$ cat config.mk
export PLATFORM = sky130hd
export DESIGN_NAME = tail_delimited_word_deframer_core
export DESIGN_NICKNAME = d
export VERILOG_FILES = /design/src/hw/rtl/twdd_pkg.sv /design/src/hw/rtl/tail_delimited_word_deframer_core.sv /design/src/hw/rtl/twdd_frame_tracker.sv
export SDC_FILE = /design/constraint.sdc
export NUM_CORES = 1
export LEC_CHECK = 0
export BUFFER_PORTS_ARGS = -buffer_cell sky130_fd_sc_hd__buf_2
export CAP_MARGIN = 15
export CORE_MARGIN = 1.5
export CORE_UTILIZATION = 35
export DETAILED_ROUTE_END_ITERATION = 16
export HOLD_SLACK_MARGIN = 0.15
export SLEW_MARGIN = 20
export SYNTH_ARGS = -nofsm -noshare
export SYNTH_HDL_FRONTEND = slang
export SYNTH_SLANG_ARGS = --single-unit
export TNS_END_PERCENT = 1
$ cat constraint.sdc
create_clock -name aclk -period 9.84 [get_ports aclk]
set_clock_uncertainty 0.15 [all_clocks]
set_input_delay 0.984 -clock aclk [delete_from_list [all_inputs] [get_ports aclk]]
set_output_delay 0.984 -clock aclk [all_outputs]
set_load 0.02 [all_outputs]
$ cat src/hw/rtl/twdd_pkg.sv
// ============================================================================
// twdd_pkg: shared types and constants of the tail-delimited word deframer
// Beat formats for the byte input and the frame report output, the tail
// pattern and the size of the frame head store.
// ============================================================================
package twdd_pkg;

    typedef struct packed {
        logic [7:0] rx_byte;
        logic       chunk_end;
    } in_beat_t;

    typedef struct packed {
        logic        frame_status;
        logic [31:0] pitch_bits;
        logic [31:0] yaw_bits;
        logic [15:0] word_count;
    } out_beat_t;

    typedef enum logic {
        FRAME_OK    = 1'b0,
        FRAME_SHORT = 1'b1
    } frame_status_t;

    localparam int unsigned HEAD_DEPTH = 11;
    localparam int unsigned HEAD_IDX_W = 4;
    localparam int unsigned TAIL_LEN   = 4;
    localparam int unsigned KEEP_BYTES = 3;
    localparam int unsigned WORD_SAT   = 65535;
    localparam int unsigned MIN_WORDS  = 2;

    localparam logic [23:0] TAIL_LEAD = 24'h00_0080;
    localparam logic [7:0]  TAIL_LAST = 8'h7F;

endpackage

$ cat src/hw/rtl/tail_delimited_word_deframer_core.sv
// ============================================================================
// tail_delimited_word_deframer_core: byte stream to frame report deframer
// Finds frames ended by the tail 00 00 80 7F and reports the first two
// aligned little-endian words, the word count and a too-short status.
//
//   channel | dir | handshake          | beat
//   s_      | in  | s_valid / s_ready  | twdd_pkg::in_beat_t  (rx_byte, chunk_end)
//   m_      | out | m_valid / m_ready  | twdd_pkg::out_beat_t (status, pitch, yaw, count)
//
// A byte beat is taken every cycle unless a stalled report blocks input; the
// report for the beat completing the tail passes from the input register to
// the report register. A stalled report holds there while an empty input
// register still takes one more beat. Reset clears the pending count, the
// recent bytes and both valid flags; the head store needs no clearing.
// ============================================================================
module tail_delimited_word_deframer_core #(
    parameter int unsigned COUNT_WIDTH = 18
) (
    input  logic                aclk,
    input  logic                aresetn,
    input  logic                s_valid,
    output logic                s_ready,
    input  twdd_pkg::in_beat_t  s_data,
    output logic                m_valid,
    input  logic                m_ready,
    output twdd_pkg::out_beat_t m_data
);

    logic                in_valid_reg;
    twdd_pkg::in_beat_t  in_beat_reg;
    logic                m_valid_reg;
    twdd_pkg::out_beat_t m_data_reg;
    logic                advance;
    logic                frame_hit;
    twdd_pkg::out_beat_t report;

    assign advance = in_valid_reg && (!m_valid_reg || m_ready);
    assign s_ready = !in_valid_reg || advance;
    assign m_valid = m_valid_reg;
    assign m_data  = m_data_reg;

    twdd_frame_tracker #(
        .COUNT_WIDTH(COUNT_WIDTH)
    ) u_tracker (
        .aclk     (aclk),
        .aresetn  (aresetn),
        .step     (advance),
        .beat     (in_beat_reg),
        .frame_hit(frame_hit),
        .report   (report)
    );

    always_ff @(posedge aclk) begin
        if (!aresetn) begin
            in_valid_reg <= 1'b0;
        end else if (s_ready) begin
            in_valid_reg <= s_valid;
        end
    end

    always_ff @(posedge aclk) begin
        if (s_ready && s_valid) begin
            in_beat_reg <= s_data;
        end
    end

    always_ff @(posedge aclk) begin
        if (!aresetn) begin
            m_valid_reg <= 1'b0;
        end else if (advance) begin
            m_valid_reg <= frame_hit;
        end else if (m_ready) begin
            m_valid_reg <= 1'b0;
        end
    end

    always_ff @(posedge aclk) begin
        if (advance && frame_hit) begin
            m_data_reg <= report;
        end
    end

    a_stall_cause: assert property (@(posedge aclk) disable iff (!aresetn)
        !s_ready |-> (in_valid_reg && m_valid_reg && !m_ready))
        else $error("Input stalled without a blocked report.");

    a_held_beat: assert property (@(posedge aclk) disable iff (!aresetn)
        (in_valid_reg && !advance) |=> (in_valid_reg && $stable(in_beat_reg)))
        else $error("Held input beat was lost or changed.");

    a_report_source: assert property (@(posedge aclk) disable iff (!aresetn)
        $rose(m_valid_reg) |-> $past(advance && frame_hit))
        else $error("Report appeared without a completed tail.");

endmodule

$ cat src/hw/rtl/twdd_frame_tracker.sv
// ============================================================================
// twdd_frame_tracker: pending byte state and frame report logic
// Holds the recent bytes, the head store and the pending counters, and forms
// the frame report for the beat that completes a tail.
// ============================================================================
module twdd_frame_tracker #(
    parameter int unsigned COUNT_WIDTH = 18
) (
    input  logic                aclk,
    input  logic                aresetn,
    input  logic                step,
    input  twdd_pkg::in_beat_t  beat,
    output logic                frame_hit,
    output twdd_pkg::out_beat_t report
);

    localparam logic [COUNT_WIDTH-1:0] COUNT_MAX = {COUNT_WIDTH{1'b1}};

    logic [23:0]            recent_reg;
    logic [23:0]            recent_next;
    logic [COUNT_WIDTH-1:0] pending_length_reg;
    logic [COUNT_WIDTH-1:0] pending_length_next;
    logic [1:0]             length_phase_reg;
    logic [1:0]             length_phase_next;
    logic [7:0]             head_reg [twdd_pkg::HEAD_DEPTH];

    logic [COUNT_WIDTH-1:0] count_c;
    logic [1:0]             phase_c;
    logic [COUNT_WIDTH-1:0] frame_len;
    logic [31:0]            words_wide;
    logic [15:0]            words_sat;
    logic                   trim;
    logic [7:0]             window [8];

    always_comb begin
        count_c = (pending_length_reg == COUNT_MAX) ? pending_length_reg
                                                    : pending_length_reg + 1'b1;
        phase_c = length_phase_reg + 2'd1;
        frame_hit = (count_c >= COUNT_WIDTH'(twdd_pkg::TAIL_LEN))
                    && (recent_reg == twdd_pkg::TAIL_LEAD)
                    && (beat.rx_byte == twdd_pkg::TAIL_LAST);
        recent_next = {recent_reg[15:0], beat.rx_byte};
        trim = beat.chunk_end && !frame_hit
               && (count_c >= COUNT_WIDTH'(twdd_pkg::TAIL_LEN));
        frame_len = count_c - COUNT_WIDTH'(twdd_pkg::TAIL_LEN);
        words_wide = 32'(frame_len >> 2);
        words_sat = (words_wide > 32'(twdd_pkg::WORD_SAT)) ? 16'(twdd_pkg::WORD_SAT)
                                                            : words_wide[15:0];
    end

    always_comb begin
        for (int k = 0; k < 8; k++) begin
            unique case (phase_c)
                2'd0: window[k] = head_reg[k];
                2'd1: window[k] = head_reg[k + 1];
                2'd2: window[k] = head_reg[k + 2];
                2'd3: window[k] = head_reg[k + 3];
                default: window[k] = head_reg[k];
            endcase
        end
    end

    always_comb begin
        if (words_wide < 32'(twdd_pkg::MIN_WORDS)) begin
            report.frame_status = twdd_pkg::FRAME_SHORT;
            report.pitch_bits   = 32'd0;
            report.yaw_bits     = 32'd0;
        end else begin
            report.frame_status = twdd_pkg::FRAME_OK;
            report.pitch_bits   = {window[3], window[2], window[1], window[0]};
            report.yaw_bits     = {window[7], window[6], window[5], window[4]};
        end
        report.word_count = words_sat;
    end

    always_comb begin
        pending_length_next = count_c;
        length_phase_next   = phase_c;
        if (frame_hit) begin
            pending_length_next = '0;
            length_phase_next   = 2'd0;
        end else if (trim) begin
            pending_length_next = COUNT_WIDTH'(twdd_pkg::KEEP_BYTES);
            length_phase_next   = 2'(twdd_pkg::KEEP_BYTES);
        end
    end

    always_ff @(posedge aclk) begin
        if (!aresetn) begin
            recent_reg         <= '0;
            pending_length_reg <= '0;
            length_phase_reg   <= '0;
        end else if (step) begin
            recent_reg         <= recent_next;
            pending_length_reg <= pending_length_next;
            length_phase_reg   <= length_phase_next;
        end
    end

    // A trim keeps three bytes, so the entry at the old count lies past the
    // kept bytes and is written again before it is read.
    always_ff @(posedge aclk) begin
        if (step) begin
            if (trim) begin
                head_reg[0] <= recent_next[23:16];
                head_reg[1] <= recent_next[15:8];
                head_reg[2] <= recent_next[7:0];
            end else if (pending_length_reg < COUNT_WIDTH'(twdd_pkg::HEAD_DEPTH)) begin
                head_reg[pending_length_reg[twdd_pkg::HEAD_IDX_W-1:0]] <= beat.rx_byte;
            end
        end
    end

    a_phase_tracks_count: assert property (@(posedge aclk) disable iff (!aresetn)
        (pending_length_reg != COUNT_MAX) |-> (length_phase_reg == pending_length_reg[1:0]))
        else $error("Length phase disagrees with the pending count.");

    a_hit_clears: assert property (@(posedge aclk) disable iff (!aresetn)
        (step && frame_hit) |=> (pending_length_reg == '0))
        else $error("Pending bytes remain after a frame was reported.");

    a_trim_keeps_three: assert property (@(posedge aclk) disable iff (!aresetn)
        (step && trim) |=> (pending_length_reg == COUNT_WIDTH'(twdd_pkg::KEEP_BYTES)
                            && length_phase_reg == 2'(twdd_pkg::KEEP_BYTES)))
        else $error("Chunk end trim did not keep exactly three bytes.");

    a_short_is_zero: assert property (@(posedge aclk) disable iff (!aresetn)
        (frame_hit && report.frame_status == twdd_pkg::FRAME_SHORT)
            |-> (report.pitch_bits == 32'd0 && report.yaw_bits == 32'd0))
        else $error("Short frame carries nonzero word data.");

endmodule
Word level (Yosys, flattened, before mapping):

Memory sizes are Yosys's and may differ from the RTL's.
Cells that the tools add are included.

* RAM bits: 88
* memories kept: 1
* ROM bits: 0
* bits of input ports: 13
* output and inout port bits: 83
* register bits after elaboration: 136
* latch bits: 0
* word-level logic and storage cells: 66

* multiplexer cells: 26
* magnitude comparators: 4
* equality and inequality tests: 6
* shift operators: 0
* reduce and logical (&&, ||, !) cells: 15
* div/mod/pow operators: 0
* bitwise logic cells: 0
* add/subtract/negate cells: 3
* multiply operators: 0

Memory list
* u_tracker.head_reg: depth 11, bits a word 8, rd ports 11, clocked after Yosys merged registers in 0, write ports 3, RTL line twdd_frame_tracker.sv:25 `logic [7:0] head_reg [twdd_pkg::HEAD_DEPTH];`

Operators with widths (count)
* one-hot mux 8 bit (4 select lines): 8
* 2-to-1 mux 65 bit: 1
* 2-to-1 mux 18 bit: 3
* == test 24 x 8 -> 1 bit (second input constant): 1
* adder 18 x 1 -> 18 bit (second input constant): 1
* == test 18 bit (second input constant): 1
* >= comparator 18 x 3 -> 1 bit (second input constant): 1
* less-than comparator 18 x 4 -> 1 bit (second input constant): 1
* subtractor 18 x 3 -> 18 bit (second input constant): 1
* > comparator 16 bit (second input constant): 1
* less-than comparator 16 x 2 -> 1 bit (second input constant): 1
* 2-to-1 mux 1 bit: 10
* == test 8 x 7 -> 1 bit (second input constant): 1
* 2-to-1 mux 8 bit: 1
* OR reduction 8 bit: 1
* logical AND 1 bit: 7
* == test 2 bit (second input constant): 2
* 2-to-1 mux 2 bit: 2
* 2-to-1 mux 4 bit: 1
* zero test 1 bit: 3
* adder 2 x 1 -> 2 bit (second input constant): 1
* == test 2 x 1 -> 1 bit (second input constant): 1
* zero test 2 bit: 1
* logical OR 1 bit: 2
* nonzero test 2 bit: 1

Logic depth before layout (Yosys ltp):

Gate-level depths: netlist (run 1).

* depth in word-level cells: 13
* depth in mapped cells: 16
* mapped depth without buffers: 14

By module:

From an unflattened synthesis (run 1), not the netlist that was laid out.

* cell total of the unflattened synthesis: 923
* area total of the unflattened synthesis: 10801.6 sq um

Modules (own cells, without submodules)
* twdd_frame_tracker: instances 1, cells an instance 820, seq. area each 3523.4 sq um, area an instance 7986.4 sq um
* tail_delimited_word_deframer_core: instances 1, cells an instance 103, seq. area each 2742.6 sq um, area an instance 2815.2 sq um

Least setup slack after synthesis (run 1):

OpenSTA, ideal clock, no wires.

* path kind: register -> register
* from: register u_tracker.pending_length_reg[1]
* to: register m_data_reg (netlist bit m_data[0]), enable pin
* arrival: 4.226 ns
* buffers on the path: 0
* library setup time: 0.435 ns
* path slack: 5.030 ns
* clock period less this slack: 4.810 ns
* data required time: 9.255 ns
* cell stages (with the launch flop): 14
* cell sequence: dfxtp_1 > ha_1 > and4_4 > nand3_1 > o21ai_0 > xnor2_1 > inv_1 > ha_1 > o211ai_1 > a221oi_1 > o221a_2 > nand4_1 > nand3_1 > inv_1

* cells in the longest elaborated chain, start to end: 6
* elaborated cells on any way between the ends: 7
* classes of those cells: add/sub (1); order compare (1); eq/ne (1); mux (1); reduce/logical (3)

Ends and longest elaborated chain
* from (decl): RTL line twdd_frame_tracker.sv:21 `logic [COUNT_WIDTH-1:0] pending_length_reg;`
* from (signal assigned): RTL line twdd_frame_tracker.sv:95 `pending_length_reg <= pending_length_next;`
* adder 18 x 1 -> 18 bit or == test 18 bit (tied branches): RTL line twdd_frame_tracker.sv:37, twdd_frame_tracker.sv:36
* 2-to-1 mux 18 bit (*): RTL line twdd_frame_tracker.sv:36 `count_c = (pending_length_reg == COUNT_MAX) ? pending_length_reg`
* >= comparator 18 x 3 -> 1 bit (*): RTL line twdd_frame_tracker.sv:39 `frame_hit = (count_c >= COUNT_WIDTH'(twdd_pkg::TAIL_LEN))`
* logical AND 1 bit (*): RTL line twdd_frame_tracker.sv:40 `&& (recent_reg == twdd_pkg::TAIL_LEAD)`
* logical AND 1 bit (*): RTL line twdd_frame_tracker.sv:41 `&& (beat.rx_byte == twdd_pkg::TAIL_LAST);`
* logical AND 1 bit (*): RTL line tail_delimited_word_deframer_core.sv:78 `if (advance && frame_hit) begin`
* to (signal assigned): RTL line tail_delimited_word_deframer_core.sv:79 `m_data_reg <= report;`
* to (decl): RTL line tail_delimited_word_deframer_core.sv:32 `twdd_pkg::out_beat_t m_data_reg;`

Mark *: on every way between the ends. The rest lies on a longest branch, timed or not.
A chain may end at the register's enable or synchronous reset.

Final worst setup path (run 1):

* from: register u_tracker.pending_length_reg[1]
* to: register m_data_reg (netlist bit m_data[36]), data pin

* cells in the longest elaborated chain, start to end: 4
* elaborated cells on any way between the ends: 5
* classes of those cells: add/sub (2); order compare (1); eq/ne (1); mux (1)

Ends and longest elaborated chain
* adder 18 x 1 -> 18 bit or == test 18 bit (tied branches): RTL line twdd_frame_tracker.sv:37, twdd_frame_tracker.sv:36
* 2-to-1 mux 18 bit (*): RTL line twdd_frame_tracker.sv:36
* subtractor 18 x 3 -> 18 bit (*): RTL line twdd_frame_tracker.sv:45 `frame_len = count_c - COUNT_WIDTH'(twdd_pkg::TAIL_LEN);`
* via u_tracker.frame_len[3]: RTL line twdd_frame_tracker.sv:29 `logic [COUNT_WIDTH-1:0] frame_len;`
* less-than comparator 16 x 2 -> 1 bit (*): RTL line twdd_frame_tracker.sv:64 `if (words_wide < 32'(twdd_pkg::MIN_WORDS)) begin`

The timed path passes the listed nets; every way through them passes the cells marked *.

==> flow_summary.ini, run 1 <==
[yosys]
yosysSeqAreaShare_pct = 58.0
synth_cell_type_count = 67
ys.flop_type = edfxtp_1
post_synth_inst_count = 949
synth_fp_nets = 972
synth_async_sr_flop_share_pct = 0
yosysWarnings = 0
synth-edff-count = 178
syn_area_per_cell_um2 = 11.4
synth.cell_area_um2 = 10800
ys_seq_elements = 224

[floorplanning]
num_io_pins = 96
coreArea_um2 = 30500
die-width_um = 179
floorplan.die_area_um2 = 31900
die_height_um = 179
starting_density_pct = 35.4
floorplan.rows = 64

[route]
wirelength_met1_um = 12100
top_metal_layer_carrying_routed_signals = met4
wl_per_cell_um = 19.5
drc_errors = 0
drtPass1Iterations = 10
drtIter0Drc = 1240
routed-via-count = 7926
wl_met3_um = 1580
drt-vias-per-instance = 5.58
antenna_left = 0
met2RoutedLength_um = 13300
routed_wl_um = 27600

[layout]
num_antenna_cells = 0
final_core_util_pct = 40.3
largest_register_ffs = 88
share_of_cells_above_drive_strength_1_pct = 23.3
sequential_cell_area_um2 = 6270
nFillCells = 2932
layout.nets = 1028
area_delta_synth_final_pct = 13.8
multi_input_comb_area_um2 = 4160

[grt]
grt_pass1_wl_um = 43500
grt_max_degree = 82
grt_util_all_layers_pct = 17.4
grt_antenna_before_repair = 0
grt_overflow = 0
number_of_global_route_vias_before_repair = 7632

[job]
drv.max_cap_violation_count = 0

[setup_path]
crit_end = m_data[36]
r2r.worst_path.cells = 13
path_delay_family = simple AND/OR/NAND/NOR gates
critPathMaxStageDelay_ns = 0.78
timing_worst_setup_path_type = reg2reg
worstSetupPathDepth = 13
setup.worst_path.start_class = register
cp-end-kind = register
worst-path-max-fanout = 60
rrSetupSlack_ns = 3.70
reg2reg_to = m_data[36]
path_cells = ha_1 -> and4_4 -> nand3_1 -> nor2_2 -> nor3_1 -> xnor2_1 -> ha_1 -> or4b_1 -> or4_1 -> or4_4 -> a2111oi_4 -> buf_4 -> nor2_2
data_arrival_time_of_the_critical_path_ns = 6.26
critical-path-slowest-cell = buf_4
crit_path_start = u_tracker.pending_length_reg[1]
path_buf_inv = 1
worstPathRequired_ns = 9.95
reg2reg_from = u_tracker.pending_length_reg[1]

[clocking]
ctsRootBufferMaster = clkbuf_16
postCtsHoldBufs = 0
cts_setup_buffers = 0
clock_latency_ns = 0.54
cts.path.max_buffers = 3
cts.repair.resized = 0
clock_tree.htree_level_count = 1
cts_buffers = 25
clk_pin_slew_worst_paths_ns = 0.06
cts_sinks = 224
cts_tree = built

[timing]
max_freq_mhz = 163
finalWorstPathRequiredPeriod_ns = 6.14
post-route-worst-setup-slack_ns = 3.70
rsz_0062_raised_after_global_routing = false
setup_tns_ns = 0
slew_headroom_pct = 31.1
setup_viol = 0
timing_max_transition_violations_final = 0
timing.final.hold_violations = 0
fin_crit_sh_pct = 62.4
max_slew.worst_pin.slew_ns = 1.03

[place]
globalplace.congestion = 0.933
post-place-ws_ns = 3.75
hpwl_um = 18200
numPortBuffers = 95

[power_and_ir_drop]
power_density_nw_per_um2 = 171
vdd_ir_drop_max_mv = 0.116
design_power_total_mw = 2.10
p_leak_nw = 4.20

[run_status]
run_status = complete, no violations

[hold_path]
worstHoldPathType = reg2reg
==> per-layer routing <==
layer / GRT usage, % / vias to the layer above
met5: 0 / -
met4: 5.17 / 0
met3: 2.37 / 51
met2: 29.5 / 318
met1: 23.2 / 3804
li1: - / 3753
==> cell families (layout without fill, tap and decap cells) <==
family                   after synthesis  count (layout)  synth area share [%]
flip-flops                           224             224                  58.0
XOR/XNOR                              21              21                  1.77
multiplexers                          23              23                  2.32
AND/OR/NAND/NOR                      355             355                  17.1
adder cells (fa/ha/maj)               10              10                  1.16
AO/OA/AOI/OAI                        231             231                  15.8
buffers and inverters                 85             160                  3.87
==> cells in the final DEF (no fill, tap or decap), types with 4 or more instances in the layout <==
cell / synthesis / routed
nor2b_1: 12 / 12
a211oi_1: 5 / 5
mux2_2: 16 / 16
mux2i_1: 7 / 7
a31oi_1: 4 / 4
and2_1: 10 / 10
ha_1: 10 / 6
and3_1: 11 / 11
nand4_1: 16 / 16
dfxtp_1: 46 / 46
buf_2: 4 / 95
a222oi_1: 64 / 64
clkinv_2: 0 / 4
nor2_1: 98 / 98
a21o_1: 4 / 4
o211ai_1: 4 / 4
clkbuf_1: 49 / 9
clkbuf_16: 0 / 26
a21oi_1: 79 / 79
clkinv_1: 0 / 4
nor2_2: 61 / 61
or2_2: 7 / 7
nor4_1: 14 / 14
nand2_1: 71 / 71
xnor2_1: 14 / 14
a22oi_1: 5 / 5
xor2_1: 6 / 6
nor3_1: 9 / 9
inv_1: 10 / 9
nand3_1: 20 / 20
buf_4: 3 / 8
o21ai_0: 13 / 12
a21boi_0: 30 / 30
edfxtp_1: 178 / 178
==> report_power, final <==
| part | internal [mW] | switching [mW] | leakage [nW] | total [mW] |
|---|---|---|---|---|
| clock | 0.521 | 0.375 | 0.380 | 0.896 |
| sequential | 1.04 | 0.0151 | 1.97 | 1.05 |
| combinational | 0.0543 | 0.0939 | 1.85 | 0.148 |
| total | 1.61 | 0.484 | 4.20 | 2.10 |
==> Yosys cell counts, types with 6 or more instances <==
| cell type | number | area [um2] |
|---|---|---|
| or2_2 | 7 | 43.8 |
| clkbuf_1 | 49 | 184 |
| edfxtp_1 | 178 | 5350 |
| nand2_1 | 71 | 267 |
| and2_1 | 10 | 62.6 |
| ha_1 | 10 | 125 |
| dfxtp_1 | 46 | 921 |
| nor3_1 | 9 | 45.0 |
| inv_1 | 10 | 37.5 |
| nand3_1 | 20 | 100 |
| xnor2_1 | 14 | 123 |
| mux2i_1 | 7 | 70.1 |
| xor2_1 | 6 | 52.6 |
| nor2_2 | 61 | 382 |
| buf_6 | 11 | 124 |
| nor4_1 | 14 | 87.6 |
| a21oi_1 | 79 | 395 |
| nand4_1 | 16 | 100 |
| a21boi_0 | 30 | 225 |
| mux2_2 | 16 | 180 |
| o21ai_0 | 13 | 65.1 |
| nor2b_1 | 12 | 75.1 |
| buf_1 | 8 | 30.0 |
| nor2_1 | 98 | 368 |
| a222oi_1 | 64 | 641 |
| and3_1 | 11 | 68.8 |
==> area by class of cell <==
type	count	share of cell area, %
clock buffers	36	5.68
clock inverters	10	0.713
inverters	10	0.316
multi-input cells	640	33.8
flip-flops and latches	224	51.0
well taps	396	4.03
repair buffers	104	4.45
==> worst register-to-register path, stage by stage, from the launching register on <==
cell,delay (ns)
dfxtp_1,0.52
ha_1,0.53
and4_4,0.38
nand3_1,0.18
nor2_2,0.37
nor3_1,0.11
xnor2_1,0.25
ha_1,0.30
or4b_1,0.61
or4_1,0.50
or4_4,0.44
a2111oi_4,0.57
buf_4,0.78
nor2_2,0.17
==> worst min-delay path by stage <==
stage,cells after the start,startpoint,end
global route,2,u_tracker.recent_reg[18],u_tracker.recent_reg[18]
detailed placement,2,u_tracker.recent_reg[20],u_tracker.recent_reg[20]
global placement,2,u_tracker.recent_reg[23],u_tracker.recent_reg[23]
CTS,2,u_tracker.recent_reg[20],u_tracker.recent_reg[20]
floorplan,2,u_tracker.recent_reg[19],u_tracker.recent_reg[19]
finish,2,u_tracker.recent_reg[20],u_tracker.recent_reg[20]
==> per-stage QoR <==
stage	hold slack (ns)	cell area [um2]	std cells
6_report	0.318	12300	1420
5_1_grt	0.346	12300	1420
4_1_cts	0.320	12300	1420
3_5_place_dp	0.312	11500	1374
3_3_place_gp	0.303	11500	1374
2_1_floorplan	0.293	10800	949
Power figures use the tool's default switching activity.
==> run 2: changes to the inputs <==
Clock period 9.84 ns to 5.4 ns, I/O delays scaled along.
==> flow_summary.ini, run 2 (same netlist as run 1, synthesis figures left out) <==
[setup_path]
cp-end-kind = register
critPathMaxStageDelay_ns = 0.59
worstPathRequired_ns = 5.53
setup.worst_path.start_class = register
reg2reg_to = m_data[46]
critical-path-slowest-cell = or4b_1
timing_worst_setup_path_type = reg2reg
rrSetupSlack_ns = 0.32
data_arrival_time_of_the_critical_path_ns = 5.21
path_cells = ha_1 -> and4_4 -> nand3_1 -> nor2_2 -> nor3_1 -> xnor2_1 -> ha_1 -> or4b_1 -> or4_1 -> or4_4 -> a2111oi_4 -> buf_12 -> nor2_2
worst-path-max-fanout = 64
reg2reg_from = u_tracker.pending_length_reg[1]
r2r.worst_path.cells = 13

[power_and_ir_drop]
power_switching_share_pct = 22.9
sequentialPowerShare_pct = 50.1
vdd_ir_drop_max_mv = 0.241
power.combinational.fraction_pct = 7.1
design_power_total_mw = 3.83
power_density_nw_per_um2 = 306
netSwitchingPower_mw = 0.879
power.internal_mw = 2.95
clkPwrFrac_pct = 42.8
p_leak_nw = 4.32

[place]
placement.cell_area_um2 = 11600
globalplace.congestion = 0.910
post-place-ws_ns = 0.353
numPortBuffers = 95
hpwl_um = 18500
place.detailed.instances = 1387

[timing]
setup_tns_ns = 0
max_slew.worst_pin.slew_ns = 0.702
finalWorstPathRequiredPeriod_ns = 5.08
fin_crit_sh_pct = 94.1
whs_ns = 0.202
post-route-worst-setup-slack_ns = 0.319
timing.final.hold_violations = 0
max_freq_mhz = 197
slew_headroom_pct = 52.7
rsz_0062_raised_after_global_routing = false
timing_max_transition_violations_final = 0
setup_viol = 0

[grt]
number_of_global_route_vias_before_repair = 7718
grt_max_degree = 74
grt_pass1_wl_um = 43000
grt_util_all_layers_pct = 17.3
grt_antenna_before_repair = 0
grt_overflow = 0

[layout]
largest_register_ffs = 88
mostFrequentLayoutCells = 178 x edfxtp_1, 98 x nor2_1, 95 x buf_2
leading_cell_type_in_the_layout_fill_and_taps_excluded = edfxtp_1
nFillCells = 2961
fin_cells = 1442
sequential_cell_area_um2 = 6270
area_delta_synth_final_pct = 16.0
share_of_cells_above_drive_strength_1_pct = 24.8
num_antenna_cells = 0
multi_input_comb_area_um2 = 4150
layout.nets = 1051
layout.cell_area.non_filler_um2 = 12500
final_core_util_pct = 41.0

[clocking]
cts_sinks = 224
cts.path.max_buffers = 3
cts_buffers = 25
ctsRootBufferMaster = clkbuf_16
clock_tree.htree_level_count = 1
clock_latency_ns = 0.54
clk_pin_slew_worst_paths_ns = 0.06
cts_tree = built

[route]
drtPass1Iterations = 12
antenna_left = 0
wl_per_cell_um = 19.1
drtIter0Drc = 1254
drc_errors = 0
drt-vias-per-instance = 5.52
routed_wl_um = 27600
routed-via-count = 7958

[floorplanning]
die_height_um = 179
floorplan.rows = 64
starting_density_pct = 35.4
floorplan.die_area_um2 = 31900
coreArea_um2 = 30500
num_io_pins = 96
die-width_um = 179

[run_status]
run_status = complete, no violations

[job]
drv.max_cap_violation_count = 0

[hold_path]
whs_endpoint = in_valid_reg
holdPathStages = 4
worstHoldPathType = in2reg
worstHoldStart = m_ready
run 2: changes by cell type in the layout (fill, tap and decap cells not counted), moves of 2 or more:
cell	previous run	this run
buf_4	8	19
clkbuf_1	9	5
dlygate4sd3_1	0	10
ha_4	3	1
buf_12	0	3
nand2_2	1	3
clkbuf_8	1	4
ha_2	1	3
nand2_1	71	69
run 2: how the worst max path moves through the flow:
| stage | end | startpoint | slack [ns] | depth (start not counted) |
|---|---|---|---|---|
| 2_1_floorplan | m_data[0] | u_tracker.pending_length_reg[1] | 0.59 | 13 |
| 3_3_place_gp | m_data[53] | u_tracker.pending_length_reg[1] | 0.40 | 13 |
| 3_5_place_dp | m_data[53] | u_tracker.pending_length_reg[1] | 0.35 | 13 |
| 4_1_cts | u_tracker.head_reg[7][7] | u_tracker.pending_length_reg[1] | 0.33 | 14 |
| 5_1_grt | u_tracker.head_reg[9][7] | u_tracker.pending_length_reg[0] | 0.03 | 15 |
| 6_report | m_data[46] | u_tracker.pending_length_reg[1] | 0.32 | 13 |
run 2: final cells by class:
cell class                 instances  share of cell area [%]
clock buffer                      34                    5.58
clock inverter                    11                   0.769
sequential                       224                    50.0
tap                              396                    3.96
inverter                          10                   0.310
timing repair buffer             127                    6.21
multi-input combinational        640                    33.1
run 2: worst max-delay path: cells and delay by family, from the launching register on:
kind                     cells  cell delay [ns]
XOR/XNOR                     1             0.26
AO/OA/AOI/OAI                1             0.34
flip-flops                   1             0.51
adder cells (fa/ha/maj)      2             0.55
buffers and inverters        1             0.35
AND/OR/NAND/NOR              8             2.56
run 2: what timing repair did:
action,CTS,global route
hold endpoints to repair,10,0
buffers inserted,0,0
hold buffers,10,0
setup endpoints to repair,0,48
resized for setup,0,4
run 2: layer usage:
layer	part of all wire, %	wire length (um)	global-route usage (%)	up-vias
met5	0	0	0	-
met4	2.9	787	6.25	0
met3	6.2	1720	2.57	51
met2	48	13200	28.9	320
met1	43	11800	22.9	3798
li1	-	-	-	3789
run 2: power by group through the flow:
stage	Combinational (mW)	Clock, mW	Sequential [mW]
2_1_floorplan	0.194	0	1.95
3_5_place_dp	0.266	0	1.96
3_3_place_gp	0.264	0	1.96
5_1_grt	0.305	1.76	1.92
4_1_cts	0.273	1.68	1.92
6_report	0.273	1.64	1.92
==> run 3: changes to the inputs <==
Settings changed: BUFFER_PORTS_ARGS -buffer_cell sky130_fd_sc_hd__buf_2 to -buffer_cell sky130_fd_sc_hd__clkbuf_2.
==> flow_summary.ini, run 3 (same netlist as run 1, synthesis figures left out) <==
[timing]
fin_crit_sh_pct = 95.4
timing_max_transition_violations_final = 0
timing.final.hold_violations = 0
max_slew.worst_pin.slew_ns = 0.900
rsz_0062_raised_after_global_routing = true
slew_headroom_pct = 40.0
max_freq_mhz = 194
finalWorstPathRequiredPeriod_ns = 5.15
setup_viol = 0

[place]
numPortBuffers = 95
place.detailed.instances = 1387
hpwl_um = 18700
globalplace.congestion = 0.889
placement.cell_area_um2 = 11600

[clocking]
clock_latency_ns = 0.54
clock_tree.htree_level_count = 1
cts_buffers = 24
cts.path.max_buffers = 3
cts_tree = built
clk_pin_slew_worst_paths_ns = 0.06
cts_sinks = 224
ctsRootBufferMaster = clkbuf_16

[setup_path]
r2r.worst_path.cells = 13
worstPathRequired_ns = 5.52
path_buf_inv = 1
path_delay_family = simple AND/OR/NAND/NOR gates
setup.worst_path.start_class = register
cp-end-kind = register
reg2reg_to = m_data[28]
worst-path-max-fanout = 64
crit_path_start = u_tracker.pending_length_reg[0]
data_arrival_time_of_the_critical_path_ns = 5.27
critical-path-slowest-cell = or4b_1
timing_worst_setup_path_type = reg2reg
critPathMaxStageDelay_ns = 0.59
rrSetupSlack_ns = 0.25
reg2reg_from = u_tracker.pending_length_reg[0]
path_cells = ha_1 -> and4_4 -> nand3_1 -> nor2_2 -> nor3_1 -> xnor2_1 -> ha_1 -> or4b_1 -> or4_1 -> or4_4 -> a2111oi_4 -> buf_12 -> nor2_2

[route]
routed_wl_um = 28100
drtIter0Drc = 1100
routed-via-count = 7970
drt-vias-per-instance = 5.53
wl_per_cell_um = 19.5
drc_errors = 0
antenna_left = 0
drtPass1Iterations = 8

[grt]
grt_antenna_before_repair = 0
grt_max_degree = 85
grt_util_all_layers_pct = 17.5
grt_overflow = 0
grt_pass1_wl_um = 43500
number_of_global_route_vias_before_repair = 7738

[floorplanning]
starting_density_pct = 35.4
die_height_um = 179
coreArea_um2 = 30500
die-width_um = 179
floorplan.rows = 64
floorplan.die_area_um2 = 31900
num_io_pins = 96

[layout]
nFillCells = 2943
num_antenna_cells = 0
largest_register_ffs = 88
fin_cells = 1441
layout.nets = 1050
layout.cell_area.non_filler_um2 = 12500
mostFrequentLayoutCells = 178 x edfxtp_1, 98 x nor2_1, 95 x clkbuf_2
share_of_cells_above_drive_strength_1_pct = 25.2
leading_cell_type_in_the_layout_fill_and_taps_excluded = edfxtp_1
area_delta_synth_final_pct = 15.6

[hold_path]
whs_endpoint = m_valid
worstHoldPathType = in2reg
worstHoldStart = m_ready
holdPathStages = 3

[power_and_ir_drop]
vdd_ir_drop_max_mv = 0.200
p_leak_nw = 4.34
power_density_nw_per_um2 = 306

[run_status]
run_status = complete, no violations

[job]
drv.max_cap_violation_count = 0
run 3: cell types whose count changed in the layout (fill, tap and decap cells not counted), sizes merged:
cell	delta
bufinv	+1
clkinvlp	-2
clkinv	+6
clkbuf	+91
inv	-2
buf	-95
run 3: timing repair:
action                     CTS  global route
buffers inserted             0             0
gates resized for setup      0             7
hold buffers                10             0
hold endpoints to repair    10             0
setup endpoints to repair    0            80
run 3: how the worst max path moves through the flow:
stage	slack [ns]	cells after the start	to
4_1_cts	0.29	14	u_tracker.head_reg[5][2]
6_report	0.25	13	m_data[28]
3_5_place_dp	0.34	13	m_data[28]
3_3_place_gp	0.44	13	m_data[53]
2_1_floorplan	0.59	13	m_data[0]
5_1_grt	-0.007	15	u_tracker.head_reg[0][5]
run 3: area by class of cell:
| cell class | count | area (um2) | share of cell area [%] |
|---|---|---|---|
| multi-input cells | 640 | 4160 | 33.3 |
| clock buffers | 30 | 643 | 5.15 |
| clock inverters | 14 | 135 | 1.08 |
| inverters | 10 | 38.8 | 0.311 |
| well taps | 396 | 495 | 3.97 |
| flip-flops and latches | 224 | 6270 | 50.2 |
| repair buffers | 127 | 753 | 6.03 |
run 3: routing by layer:
layer | wire [um] | part of all wire (%) | GRT usage (%)
met3 | 1530 | 5.5 | 2.23
met5 | 0 | 0 | 0
met2 | 13400 | 48 | 29.2
met4 | 876 | 3.1 | 6.56
met1 | 12200 | 44 | 23.3
run 3: report_power, final:
group	internal, mW	switching (mW)	leakage, nW	total [mW]
clock	0.943	0.684	0.386	1.63
sequential	1.89	0.0302	1.97	1.92
combinational	0.103	0.169	1.98	0.272
run 3: stage by stage:
step	utilization [%]	power, mW	setup WS (ns)	hold slack (ns)	setup TNS, ns
detailed placement	38.0	2.22	0.343	0.309	0
CTS	40.9	3.86	0.294	0.199	0
finish	40.9	3.82	0.250	0.214	0
global placement	38.0	2.22	0.443	0.301	0
global route	40.9	3.97	-0.00676	0.222	-0.00676
floorplan	-	2.14	0.590	0.293	0
run 3: worst min-delay path, cell delays in order:
cell,delay [ns]
clkbuf_2,0.08
nand2b_1,0.12
a21boi_0,0.09
